===== src/rtl/core/sust_pkg.sv =====
// ----------------------------------------------------------------------------
// Sorted set table package
// Shared constants, status codes, controller states and the command and
// status structures that join the controller to the datapath.
// ----------------------------------------------------------------------------
package sust_pkg;

	// Default table size and field widths.
	localparam int SUST_CAPACITY = 32;
	localparam int NUM_W         = 32;
	localparam int VAL_W         = 31;
	localparam int STAT_W        = 3;
	localparam int OUT_TDATA_W   = 40;

	// Result status codes.
	typedef enum logic [STAT_W-1:0] {
		ST_LISTED    = 3'd0,
		ST_INSERTED  = 3'd1,
		ST_DUPLICATE = 3'd2,
		ST_DELETED   = 3'd3,
		ST_NOTFOUND  = 3'd4,
		ST_FULL      = 3'd5,
		ST_EMPTY     = 3'd6
	} status_t;

	// Controller states.
	typedef enum logic [3:0] {
		S_IDLE,
		S_DECODE,
		S_DUMP,
		S_SCAN,
		S_INS_RD,
		S_INS_WR,
		S_DEL_RD,
		S_DEL_WR,
		S_EMIT
	} state_t;

	// Table read address selection, relative to the pointer.
	typedef enum logic [2:0] {
		RD_NONE,
		RD_PTR,
		RD_PTR_P1,
		RD_PTR_P2,
		RD_PTR_M1,
		RD_PTR_M2
	} rd_sel_t;

	// Table write data selection; the write address is always the pointer.
	typedef enum logic [1:0] {
		WR_NONE,
		WR_SHIFT,
		WR_VALUE
	} wr_sel_t;

	typedef enum logic [1:0] {
		CNT_HOLD,
		CNT_INC,
		CNT_DEC,
		CNT_CLR
	} cnt_op_t;

	typedef enum logic [2:0] {
		PTR_HOLD,
		PTR_CLR,
		PTR_INC,
		PTR_DEC,
		PTR_LOAD_CNT
	} ptr_op_t;

	typedef enum logic [1:0] {
		OUT_NONE,
		OUT_DUMP,
		OUT_RESULT
	} out_sel_t;

	// Commands from the controller to the datapath.
	typedef struct packed {
		logic     load_in;
		ptr_op_t  ptr_op;
		logic     pos_load;
		rd_sel_t  rd_sel;
		wr_sel_t  wr_sel;
		cnt_op_t  cnt_op;
		logic     res_load;
		status_t  res_status;
		out_sel_t out_sel;
	} sust_cmd_t;

	// Status from the datapath to the controller.
	typedef struct packed {
		logic op_zero;
		logic op_neg;
		logic op_ovf;
		logic cnt_zero;
		logic cnt_full;
		logic scan_end;
		logic scan_ge;
		logic scan_eq;
		logic ptr_at_pos;
		logic ptr_m1_at_pos;
		logic ptr_last;
		logic ptr_p2_end;
		logic slot_free;
	} sust_stat_t;

endpackage


===== src/rtl/core/sust_ram.sv =====
// ----------------------------------------------------------------------------
// Generic RAM
// One write port and one read port with a registered, enabled read.
// ----------------------------------------------------------------------------
module sust_ram #(
	parameter int WIDTH = 32,
	parameter int DEPTH = 32,
	parameter int AW    = (DEPTH > 1) ? $clog2(DEPTH) : 1
) (
	input  logic             clk,
	input  logic             we,
	input  logic [AW-1:0]    waddr,
	input  logic [WIDTH-1:0] wdata,
	input  logic             re,
	input  logic [AW-1:0]    raddr,
	output logic [WIDTH-1:0] rdata
);

	logic [WIDTH-1:0] mem_q [DEPTH];

	// Write port.
	always_ff @(posedge clk) begin
		if (we) begin
			mem_q[waddr] <= wdata;
		end
	end

	// Registered read port; the data holds while no read is issued.
	always_ff @(posedge clk) begin
		if (re) begin
			rdata <= mem_q[raddr];
		end
	end

endmodule


===== src/rtl/core/sust_dp.sv =====
// ----------------------------------------------------------------------------
// Sorted set table datapath
// Holds the entry table, the fill count, the scan pointer, the latched
// request and the output register.
// ----------------------------------------------------------------------------
module sust_dp #(
	parameter int CAPACITY = sust_pkg::SUST_CAPACITY
) (
	input  logic                              clk,
	input  logic                              arst_n,
	input  logic [sust_pkg::NUM_W-1:0]        s_tdata,
	input  sust_pkg::sust_cmd_t               cmd,
	output sust_pkg::sust_stat_t              stat,
	output logic                              m_tvalid,
	input  logic                              m_tready,
	output logic [sust_pkg::OUT_TDATA_W-1:0]  m_tdata,
	output logic                              m_tlast
);

	import sust_pkg::*;

	localparam int AW = (CAPACITY > 1) ? $clog2(CAPACITY) : 1;
	localparam int CW = $clog2(CAPACITY + 1);
	localparam int PAD_W = OUT_TDATA_W - VAL_W - STAT_W;

	logic [VAL_W-1:0] value_q;
	logic             zero_q;
	logic             neg_q;
	logic             ovf_q;
	logic [CW-1:0]    count_q;
	logic [CW-1:0]    ptr_q;
	logic [CW-1:0]    pos_q;
	status_t          res_status_q;

	logic [NUM_W-1:0] num_mag;
	logic [CW-1:0]    ptr_p1;
	logic [CW-1:0]    ptr_p2;
	logic [CW-1:0]    ptr_m1;
	logic [CW-1:0]    ptr_m2;
	logic [CW-1:0]    raddr_full;
	logic             ram_re;
	logic             ram_we;
	logic [VAL_W-1:0] ram_wdata;
	logic [VAL_W-1:0] ram_rdata;

	logic             out_valid_q;
	logic [VAL_W-1:0] out_value_q;
	status_t          out_status_q;
	logic             out_last_q;

	// Magnitude of a negative request.
	assign num_mag = ~s_tdata + NUM_W'(1);

	// Latched request.
	always_ff @(posedge clk) begin
		if (cmd.load_in) begin
			value_q <= s_tdata[NUM_W-1] ? num_mag[VAL_W-1:0] : s_tdata[VAL_W-1:0];
			zero_q  <= (s_tdata == '0);
			neg_q   <= s_tdata[NUM_W-1];
			ovf_q   <= (s_tdata == {1'b1, {(NUM_W-1){1'b0}}});
		end
		if (cmd.pos_load) begin
			pos_q <= ptr_q;
		end
		if (cmd.res_load) begin
			res_status_q <= cmd.res_status;
		end
	end

	// Fill count of the table.
	always_ff @(posedge clk or negedge arst_n) begin
		if (!arst_n) begin
			count_q <= '0;
		end else begin
			unique case (cmd.cnt_op)
				CNT_HOLD: count_q <= count_q;
				CNT_INC:  count_q <= count_q + CW'(1);
				CNT_DEC:  count_q <= count_q - CW'(1);
				CNT_CLR:  count_q <= '0;
				default:  count_q <= count_q;
			endcase
		end
	end

	// Scan and shift pointer.
	always_ff @(posedge clk or negedge arst_n) begin
		if (!arst_n) begin
			ptr_q <= '0;
		end else begin
			unique case (cmd.ptr_op)
				PTR_HOLD:     ptr_q <= ptr_q;
				PTR_CLR:      ptr_q <= '0;
				PTR_INC:      ptr_q <= ptr_p1;
				PTR_DEC:      ptr_q <= ptr_m1;
				PTR_LOAD_CNT: ptr_q <= count_q;
				default:      ptr_q <= ptr_q;
			endcase
		end
	end

	assign ptr_p1 = ptr_q + CW'(1);
	assign ptr_p2 = ptr_q + CW'(2);
	assign ptr_m1 = ptr_q - CW'(1);
	assign ptr_m2 = ptr_q - CW'(2);

	// Table read address.
	always_comb begin
		unique case (cmd.rd_sel)
			RD_PTR:    raddr_full = ptr_q;
			RD_PTR_P1: raddr_full = ptr_p1;
			RD_PTR_P2: raddr_full = ptr_p2;
			RD_PTR_M1: raddr_full = ptr_m1;
			RD_PTR_M2: raddr_full = ptr_m2;
			default:   raddr_full = ptr_q;
		endcase
	end

	assign ram_re    = (cmd.rd_sel != RD_NONE);
	assign ram_we    = (cmd.wr_sel != WR_NONE);
	assign ram_wdata = (cmd.wr_sel == WR_SHIFT) ? ram_rdata : value_q;

	sust_ram #(
		.WIDTH(VAL_W),
		.DEPTH(CAPACITY),
		.AW   (AW)
	) u_table (
		.clk  (clk),
		.we   (ram_we),
		.waddr(ptr_q[AW-1:0]),
		.wdata(ram_wdata),
		.re   (ram_re),
		.raddr(raddr_full[AW-1:0]),
		.rdata(ram_rdata)
	);

	// Status toward the controller.
	always_comb begin
		stat.op_zero       = zero_q;
		stat.op_neg        = neg_q;
		stat.op_ovf        = ovf_q;
		stat.cnt_zero      = (count_q == '0);
		stat.cnt_full      = (count_q == CW'(CAPACITY));
		stat.scan_end      = (ptr_q == count_q);
		stat.scan_ge       = (ram_rdata >= value_q);
		stat.scan_eq       = (ram_rdata == value_q);
		stat.ptr_at_pos    = (ptr_q == pos_q);
		stat.ptr_m1_at_pos = (ptr_m1 == pos_q);
		stat.ptr_last      = (ptr_p1 == count_q);
		stat.ptr_p2_end    = (ptr_p2 == count_q);
		stat.slot_free     = !out_valid_q || m_tready;
	end

	// Output register valid flag.
	always_ff @(posedge clk or negedge arst_n) begin
		if (!arst_n) begin
			out_valid_q <= 1'b0;
		end else if (cmd.out_sel != OUT_NONE) begin
			out_valid_q <= 1'b1;
		end else if (m_tready) begin
			out_valid_q <= 1'b0;
		end
	end

	// Output register payload.
	always_ff @(posedge clk) begin
		unique case (cmd.out_sel)
			OUT_DUMP: begin
				out_value_q  <= ram_rdata;
				out_status_q <= ST_LISTED;
				out_last_q   <= (ptr_p1 == count_q);
			end
			OUT_RESULT: begin
				out_value_q  <= value_q;
				out_status_q <= res_status_q;
				out_last_q   <= 1'b1;
			end
			default: begin
				out_value_q  <= out_value_q;
				out_status_q <= out_status_q;
				out_last_q   <= out_last_q;
			end
		endcase
	end

	assign m_tvalid = out_valid_q;
	assign m_tdata  = {{PAD_W{1'b0}}, out_status_q, out_value_q};
	assign m_tlast  = out_last_q;

endmodule


===== src/rtl/core/sust_ctrl.sv =====
// ----------------------------------------------------------------------------
// Sorted set table controller
// Sequences the dump, the sorted scan and the shifts of insert and delete.
// ----------------------------------------------------------------------------
module sust_ctrl (
	input  logic                 clk,
	input  logic                 arst_n,
	input  logic                 s_tvalid,
	output logic                 s_tready,
	input  sust_pkg::sust_stat_t stat,
	output sust_pkg::sust_cmd_t  cmd
);

	import sust_pkg::*;

	state_t state_q;
	state_t state_nxt;
	logic   scan_hit;
	logic   scan_match;

	// State register.
	always_ff @(posedge clk or negedge arst_n) begin
		if (!arst_n) begin
			state_q <= S_IDLE;
		end else begin
			state_q <= state_nxt;
		end
	end

	// The scan stops at the first entry not below the value.
	assign scan_hit   = stat.scan_end || stat.scan_ge;
	assign scan_match = !stat.scan_end && stat.scan_eq;

	// Next state and commands.
	always_comb begin
		state_nxt      = state_q;
		s_tready       = 1'b0;
		cmd.load_in    = 1'b0;
		cmd.ptr_op     = PTR_HOLD;
		cmd.pos_load   = 1'b0;
		cmd.rd_sel     = RD_NONE;
		cmd.wr_sel     = WR_NONE;
		cmd.cnt_op     = CNT_HOLD;
		cmd.res_load   = 1'b0;
		cmd.res_status = ST_LISTED;
		cmd.out_sel    = OUT_NONE;

		unique case (state_q)
			S_IDLE: begin
				s_tready = 1'b1;
				if (s_tvalid) begin
					cmd.load_in = 1'b1;
					cmd.ptr_op  = PTR_CLR;
					state_nxt   = S_DECODE;
				end
			end

			S_DECODE: begin
				if (stat.op_zero) begin
					if (stat.cnt_zero) begin
						cmd.res_load   = 1'b1;
						cmd.res_status = ST_EMPTY;
						state_nxt      = S_EMIT;
					end else begin
						cmd.rd_sel = RD_PTR;
						state_nxt  = S_DUMP;
					end
				end else if (stat.op_ovf) begin
					cmd.res_load   = 1'b1;
					cmd.res_status = ST_NOTFOUND;
					state_nxt      = S_EMIT;
				end else begin
					if (!stat.cnt_zero) begin
						cmd.rd_sel = RD_PTR;
					end
					state_nxt = S_SCAN;
				end
			end

			// One stored entry leaves per cycle while the output side takes it.
			S_DUMP: begin
				if (stat.slot_free) begin
					cmd.out_sel = OUT_DUMP;
					if (stat.ptr_last) begin
						cmd.cnt_op = CNT_CLR;
						state_nxt  = S_IDLE;
					end else begin
						cmd.ptr_op = PTR_INC;
						cmd.rd_sel = RD_PTR_P1;
					end
				end
			end

			S_SCAN: begin
				if (!scan_hit) begin
					cmd.ptr_op = PTR_INC;
					if (!stat.ptr_last) begin
						cmd.rd_sel = RD_PTR_P1;
					end
				end else if (!stat.op_neg) begin
					if (scan_match) begin
						cmd.res_load   = 1'b1;
						cmd.res_status = ST_DUPLICATE;
						state_nxt      = S_EMIT;
					end else if (stat.cnt_full) begin
						cmd.res_load   = 1'b1;
						cmd.res_status = ST_FULL;
						state_nxt      = S_EMIT;
					end else begin
						cmd.pos_load = 1'b1;
						cmd.ptr_op   = PTR_LOAD_CNT;
						state_nxt    = S_INS_RD;
					end
				end else begin
					if (scan_match) begin
						state_nxt = S_DEL_RD;
					end else begin
						cmd.res_load   = 1'b1;
						cmd.res_status = ST_NOTFOUND;
						state_nxt      = S_EMIT;
					end
				end
			end

			// Insert: move entries up one place from the top down to the slot.
			S_INS_RD: begin
				if (stat.ptr_at_pos) begin
					cmd.wr_sel     = WR_VALUE;
					cmd.cnt_op     = CNT_INC;
					cmd.res_load   = 1'b1;
					cmd.res_status = ST_INSERTED;
					state_nxt      = S_EMIT;
				end else begin
					cmd.rd_sel = RD_PTR_M1;
					state_nxt  = S_INS_WR;
				end
			end

			S_INS_WR: begin
				cmd.wr_sel = WR_SHIFT;
				cmd.ptr_op = PTR_DEC;
				if (stat.ptr_m1_at_pos) begin
					state_nxt = S_INS_RD;
				end else begin
					cmd.rd_sel = RD_PTR_M2;
				end
			end

			// Delete: move entries down one place over the removed slot.
			S_DEL_RD: begin
				if (stat.ptr_last) begin
					cmd.cnt_op     = CNT_DEC;
					cmd.res_load   = 1'b1;
					cmd.res_status = ST_DELETED;
					state_nxt      = S_EMIT;
				end else begin
					cmd.rd_sel = RD_PTR_P1;
					state_nxt  = S_DEL_WR;
				end
			end

			S_DEL_WR: begin
				cmd.wr_sel = WR_SHIFT;
				cmd.ptr_op = PTR_INC;
				if (stat.ptr_p2_end) begin
					state_nxt = S_DEL_RD;
				end else begin
					cmd.rd_sel = RD_PTR_P2;
				end
			end

			S_EMIT: begin
				if (stat.slot_free) begin
					cmd.out_sel = OUT_RESULT;
					state_nxt   = S_IDLE;
				end
			end

			default: begin
				state_nxt = S_IDLE;
			end
		endcase
	end

endmodule


===== src/rtl/core/sorted_unique_set_table_unit.sv =====
// Operation: an insert or delete scans to the slot, then shifts the entries above it by
// one place; a dump reads the entries out in order; result stalls hold up all three.
// Requests: one request at a time; a new request is taken only back in idle, once the
// scan and shift over the entry table for the last one have ended.
// Reset: the fill count is cleared at once; table contents stay undefined and
// need no clearing pass, as only entries below the count are ever read.
// ----------------------------------------------------------------------------
// Sorted unique set table
// Bounded ascending set of positive values with insert, delete and dump.
// ----------------------------------------------------------------------------
module sorted_unique_set_table_unit #(
	parameter int CAPACITY = sust_pkg::SUST_CAPACITY
) (
	input  logic                             clk,
	input  logic                             arst_n,
	input  logic                             s_tvalid,
	output logic                             s_tready,
	input  logic [sust_pkg::NUM_W-1:0]       s_tdata,  // [31:0] number
	output logic                             m_tvalid,
	input  logic                             m_tready,
	output logic [sust_pkg::OUT_TDATA_W-1:0] m_tdata,  // [30:0] entry_value, [33:31] status
	output logic                             m_tlast
);

	import sust_pkg::*;

	sust_cmd_t  cmd;
	sust_stat_t stat;

	// Controller.
	sust_ctrl u_ctrl (
		.clk     (clk),
		.arst_n  (arst_n),
		.s_tvalid(s_tvalid),
		.s_tready(s_tready),
		.stat    (stat),
		.cmd     (cmd)
	);

	// Datapath with the entry table and output register.
	sust_dp #(
		.CAPACITY(CAPACITY)
	) u_dp (
		.clk     (clk),
		.arst_n  (arst_n),
		.s_tdata (s_tdata),
		.cmd     (cmd),
		.stat    (stat),
		.m_tvalid(m_tvalid),
		.m_tready(m_tready),
		.m_tdata (m_tdata),
		.m_tlast (m_tlast)
	);

endmodule


===== config.mk =====
export PLATFORM = sky130hd
export DESIGN_NAME = sorted_unique_set_table_unit
export DESIGN_NICKNAME = d
export VERILOG_FILES = /design/src/rtl/core/sust_pkg.sv /design/src/rtl/core/sust_ram.sv /design/src/rtl/core/sust_dp.sv /design/src/rtl/core/sust_ctrl.sv /design/src/rtl/core/sorted_unique_set_table_unit.sv
export SDC_FILE = /design/constraint.sdc
export NUM_CORES = 2
export LEC_CHECK = 0
export BUFFER_PORTS_ARGS = -buffer_cell sky130_fd_sc_hd__buf_2
export CAP_MARGIN = 20
export CELL_PAD_IN_SITES_DETAIL_PLACEMENT = 1
export CELL_PAD_IN_SITES_GLOBAL_PLACEMENT = 1
export CORE_MARGIN = 2
export CORE_UTILIZATION = 55
export DETAILED_ROUTE_END_ITERATION = 6
export PLACE_DENSITY = 0.8
export SETUP_SLACK_MARGIN = 0.3
export SYNTH_ARGS = -nofsm -noshare
export SYNTH_HDL_FRONTEND = slang
export SYNTH_HIERARCHICAL = 1
export SYNTH_SLANG_ARGS = --single-unit

===== constraint.sdc =====
create_clock -name clk -period 13.54 [get_ports clk]
set_input_delay 2.708 -clock clk [delete_from_list [all_inputs] [get_ports clk]]
set_output_delay 2.708 -clock clk [all_outputs]
set_load 0.03 [all_outputs]

# Word level (Yosys, flattened, before mapping)
# Memory sizes are Yosys's and may differ from the RTL's. A register that Yosys moved wholly into a read port is not among the register bits.
# Index checks and enable logic that the tools add are counted.
# Widths: inputs -> output; s select.
totals:
  ff_bits: 95
  latch_bits: 0
  mem_bits_rw: 992
  rom_bits: 0
  inputBits: 36
  output_inout_bits: 43
  elab_cells: 144
  n_memories: 1
op_classes:
  n_addsub: 7
  n_mul: 0
  div: 0
  order_cmp: 1
  eq_ne: 37
  n_shift: 0
  n_mux: 67
  bitwise: 1
  n_reduce_logical: 17
memory_table:
  columns: ["memory", "words", "width", "read_ports", "rd_clocked_by_memory_dff", "write_ports", "line", "text"]
  rows:
  - ["u_dp.u_table.mem_q", 32, 31, 1, 1, 1, "sust_ram.sv:19", "logic [WIDTH-1:0] mem_q [DEPTH];"]
ops:
  columns: ["operator", "count"]
  rows:
  - ["$mux 4", 28]
  - ["$mux 31", 2]
  - ["$pmux 31 s2", 1]
  - ["$pmux 4 s9", 1]
  - ["$eq 32x32->1 const B", 1]
  - ["$logic_not 32->1", 1]
  - ["$add 31x1->31 const B", 1]
  - ["$eq 31x31->1", 1]
  - ["$ge 31x31->1", 1]
  - ["$not 31->31", 1]
  - ["$eq 6x6->1", 5]
  - ["$pmux 6 s4", 1]
  - ["$pmux 3 s7", 1]
  - ["$pmux 5 s4", 1]
  - ["$mux 3", 6]
  - ["$pmux 6 s3", 1]
  - ["$eq 4x3->1 const B", 4]
  - ["$pmux 4 s4", 1]
  - ["$pmux 3 s5", 1]
  - ["$add 6x1->6 const B", 2]
  - ["$eq 3x2->1 const B", 4]
  - ["$ne 2x2->1 const B", 6]
  - ["$sub 6x1->6 const B", 2]
  - ["$mux 1", 11]
  - ["29 further kinds", 46]

# Longest topological paths before layout
depth:
  word_depth: 9
  mapped_depth: 24

# Modules after synthesis
# Netlist, hierarchy kept.
by_module_without_submodules:
  columns: ["mod", "instances", "cells_each", "area_per_inst_um2", "seq_area_each_um2"]
  rows:
  - ["sust_ram", 1, 2192, 39474.1, 30719.5]
  - ["sust_dp", 1, 608, 6393.6, 2667.6]
  - ["sust_ctrl", 1, 88, 625.6, 100.1]

# Worst setup path after synthesis
# No wires, ideal clock.
synth_path:
  kind: "input to register"
  start: "input port m_tready"
  end: "register u_dp.u_table.rdata[10], read port of u_dp.u_table.mem_q, data pin"
  arrival_time_ns: 5.166
  slack_ns: 8.111
  stages: 16
  path_cell_list: "nand2b_1 o211a_1 nor2b_1 o32ai_1 clkbuf_1 nand2b_1 a21oi_1 xnor2_1 buf_4 buf_6 buf_4 buf_2 mux2i_1 nand2_1 a31oi_1 nand3_1"
synth_lines:
  columns: ["item", "line", "text"]
  rows:
  - ["start: declaration", "sorted_unique_set_table_unit.sv:20", "input logic m_tready,"]
  - ["end: declaration", "sust_ram.sv:16", "output logic [WIDTH-1:0] rdata"]

==> flow_metrics.env <==
export IMPL_grt_overflow_total=0
export IMPL_crit_fanout=53
export IMPL_grt_max_degree=133
export IMPL_p_per_area_nw_per_um2=246
export IMPL_yosys_register_bits=1118
export IMPL_setup_slack_ns=5.72
export IMPL_drt_wl_total_microns=130000
export IMPL_netlist_instances=2888
export IMPL_vias=27000
export IMPL_coreArea_sq_um=83700
export IMPL_peakVddDrop_mv=0.343
export IMPL_max_cap_violations=0
export IMPL_grt_pass1_vias=28400
export IMPL_hold_viol_final=0
export IMPL_finalSetupTns_ns=0
export IMPL_post_route_drc_count=0
export IMPL_dieHeight_microns=295
export IMPL_async_reset_ff_frac=0.0152
export IMPL_fp_dieW_microns=295
export IMPL_dpl_cell_count=3981
export IMPL_period_share=0.577
export IMPL_routabilityCongestion=0.832
export IMPL_netlist_area_sq_um=46500
export IMPL_tritoncts="done"
export IMPL_layout_common_cells="edfxtp_1 (1101), mux2i_1 (510), nand2_1 (133)"
export IMPL_dp_hpwl_microns=71400
export IMPL_start_util=0.556
export IMPL_dp_worst_setup_slack_ns=5.44
export IMPL_die_area_sq_um=86900
export IMPL_clk_pin_slew_worst_paths_ns=0.06
export IMPL_start_kind="flip-flop"
export IMPL_utilization=0.619
export IMPL_drt_iter0_markers=2763
export IMPL_cp_arrival_ns=8.13
export IMPL_hold_depth=1
export IMPL_ctsRootBufferMaster="clkbuf_16"
export IMPL_ys_seq_area_frac=0.720
export IMPL_finClkSkew_ns=0.0257
export IMPL_layout_drive_gt1_share=0.136
export IMPL_yosysUniqueCellTypes=67
export IMPL_antenna_found_initial=8
export IMPL_post_drt_wl_per_cell_microns=31.1
export IMPL_wl_met1_microns=50000
export IMPL_htreeDepth=3
export IMPL_setup_viol=0
export IMPL_port_buffers=72
export IMPL_slew_viol_final=0
export IMPL_top_layer="met5"
export IMPL_stdcell_count=4191
export IMPL_io_pins=79
export IMPL_power_static_leakage_nw=16.9
export IMPL_worst_setup_path_end_kind="flip-flop"
export IMPL_clockBufferDepth=3
export IMPL_wl_met3_microns=10800
export IMPL_nNetsFinal=3041
export IMPL_period_needed_ns=7.82
export IMPL_wl_met2_microns=64700
export IMPL_grt_pass1_wl_microns=190000
export IMPL_fmax_ghz=0.128
export IMPL_dpl_cell_area_sq_um=48200
export IMPL_rows=106
export IMPL_rsz0062_at_grt="false"
export IMPL_reg2regPathDepth=21
export IMPL_first_pass_iters=6
export IMPL_cts_sinks=1118
export IMPL_synth_edff_count=1101
export IMPL_hold_class="flip-flop to flip-flop"
export IMPL_synth_warnings=6
export IMPL_final_area_sq_um=51800
export IMPL_cts_resized=0
export IMPL_path_class="flip-flop to flip-flop"
export IMPL_slew_headroom=0.188
export IMPL_viasPerCell=6.44
export IMPL_grt_util_all_layers=0.301
export IMPL_avgSynthCellArea_sq_um=16.1
export IMPL_syn2layout_area_growth_pct=11.4
export IMPL_antenna_left=0
export IMPL_mostFrequentLayoutCell="edfxtp_1"
export IMPL_numCtsBuffers=109
export IMPL_clock_latency_ns=0.69
export IMPL_crit_required_ns=13.85
export IMPL_post_cts_buffers=0
export IMPL_insertedDiodeCount=0
export IMPL_outcome="completed"
export IMPL_worstMarginPinSlew_ns=1.22
export IMPL_synthFlopType="edfxtp_1"
export IMPL_cts_hold_buf=0
final cells by class:
type,count,area [sq um]
Sequential cell,1118,33500
Fill cell,7426,31900
Multi-Input combinational cell,1554,12300
Clock buffer,123,2780
Tap cell,1134,1420
Timing Repair Buffer,129,848
Clock inverter,84,798
Inverter,49,184
registers in the layout, summed over array words and instances, names as in the netlist, 3 cells and up:
| signal | cells |
|---|---|
| u_dp/value_q | 31 |
| u_dp/pos_q | 6 |
| u_dp/u_table/mem_q | 992 |
| u_dp/ptr_q | 6 |
| u_dp/out_value_q | 31 |
| u_dp/u_table/rdata | 31 |
| u_dp/out_status_q | 3 |
| u_ctrl/state_q | 4 |
| u_dp/res_status_q | 3 |
| u_dp/count_q | 6 |
logic make-up (layout without fill, tap and decap cells):
group	Yosys count	in the layout	synth area share
AND/OR/NAND/NOR	451	451	0.0476
other	1	6	0.0000807
buffers and inverters	221	385	0.0231
XOR/XNOR	58	58	0.0109
adder cells (fa/ha/maj)	44	44	0.0120
AO/OA/AOI/OAI	425	425	0.0617
flip-flops	1118	1118	0.720
multiplexers	570	570	0.124
metrics by stage:
step	hold WS, ns	power (W)
floorplan	0.503	0.00797
global placement	0.519	0.00934
detailed placement	0.515	0.00958
CTS	0.530	0.0127
global route	0.537	0.0132
finish	0.527	0.0127
routing by layer:
layer	global-route usage	vias up
met4	0.114	6
met3	0.0446	324
met1	0.397	13900
li1	-	11400
met5	0	-
met2	0.509	1371
cells in the mapped netlist (all sizes together), types with 4 or more instances:
cell / n / area [sq um]
inv: 49 / 184
ha: 43 / 538
xor2: 11 / 96.3
o21bai: 4 / 30.0
or3: 8 / 55.1
o31ai: 11 / 82.6
dfrtp: 17 / 425
or4: 6 / 53.8
nor2: 70 / 263
nor3: 45 / 225
and2: 7 / 43.8
nand2b: 14 / 95.1
or3b: 4 / 35.0
nand3: 104 / 521
buf: 94 / 591
a31oi: 41 / 257
o21ai: 35 / 175
xnor2: 47 / 412
mux2i: 510 / 5100
o41ai: 8 / 70.1
a21o: 14 / 105
nor4: 11 / 83.8
a22o: 65 / 569
nand3b: 6 / 45.0
nor2b: 17 / 106
a21oi: 119 / 596
edfxtp: 1101 / 33100
mux2: 60 / 676
o22ai: 6 / 37.5
nand2: 133 / 499
nand4: 13 / 81.3
clkbuf: 78 / 300
or2: 4 / 25.0
a22oi: 98 / 736
power by group:
part           switching, W  internal [W]
Combinational       0.00345       0.00168
Sequential         0.000145       0.00440
Clock               0.00132       0.00173
worst paths after layout:
check                                                          end                            from  slack (ns)
worst max-delay path               u_dp/u_table/rdata[0]$_DFFE_PP_       u_dp/ptr_q[2]$_DFFE_PN0P_        5.72
worst min-delay path            u_dp/out_status_q[0]$_SDFFCE_PN0P_  u_dp/res_status_q[0]$_DFFE_PP_        0.53
worst max register to register     u_dp/u_table/rdata[0]$_DFFE_PP_       u_dp/ptr_q[2]$_DFFE_PN0P_        5.72
worst min register to register  u_dp/out_status_q[0]$_SDFFCE_PN0P_  u_dp/res_status_q[0]$_DFFE_PP_        0.53
max in group asynchronous              u_dp/count_q[0]$_DFFE_PN0P_                          arst_n       11.29
min in group asynchronous                u_dp/ptr_q[5]$_DFFE_PN0P_                          arst_n        1.94
worst max-delay path, cell delays in order (launching register included):
cell,delay [ns]
dfrtp_1,0.93
inv_1,0.25
ha_1,0.27
a21bo_2,0.29
xor2_1,0.18
or3_1,0.36
nor3_1,0.52
mux2i_1,0.22
nand3_1,0.20
o31ai_1,0.15
buf_4,0.23
nor2_1,0.14
nand2_1,0.07
o21ai_0,0.08
a22oi_1,0.09
o21ai_0,0.70
and2_4,0.85
buf_4,0.78
a22o_1,0.28
nor3_1,0.07
a31oi_1,0.35
nand3_1,0.36
Power figures use the tool's default switching activity.
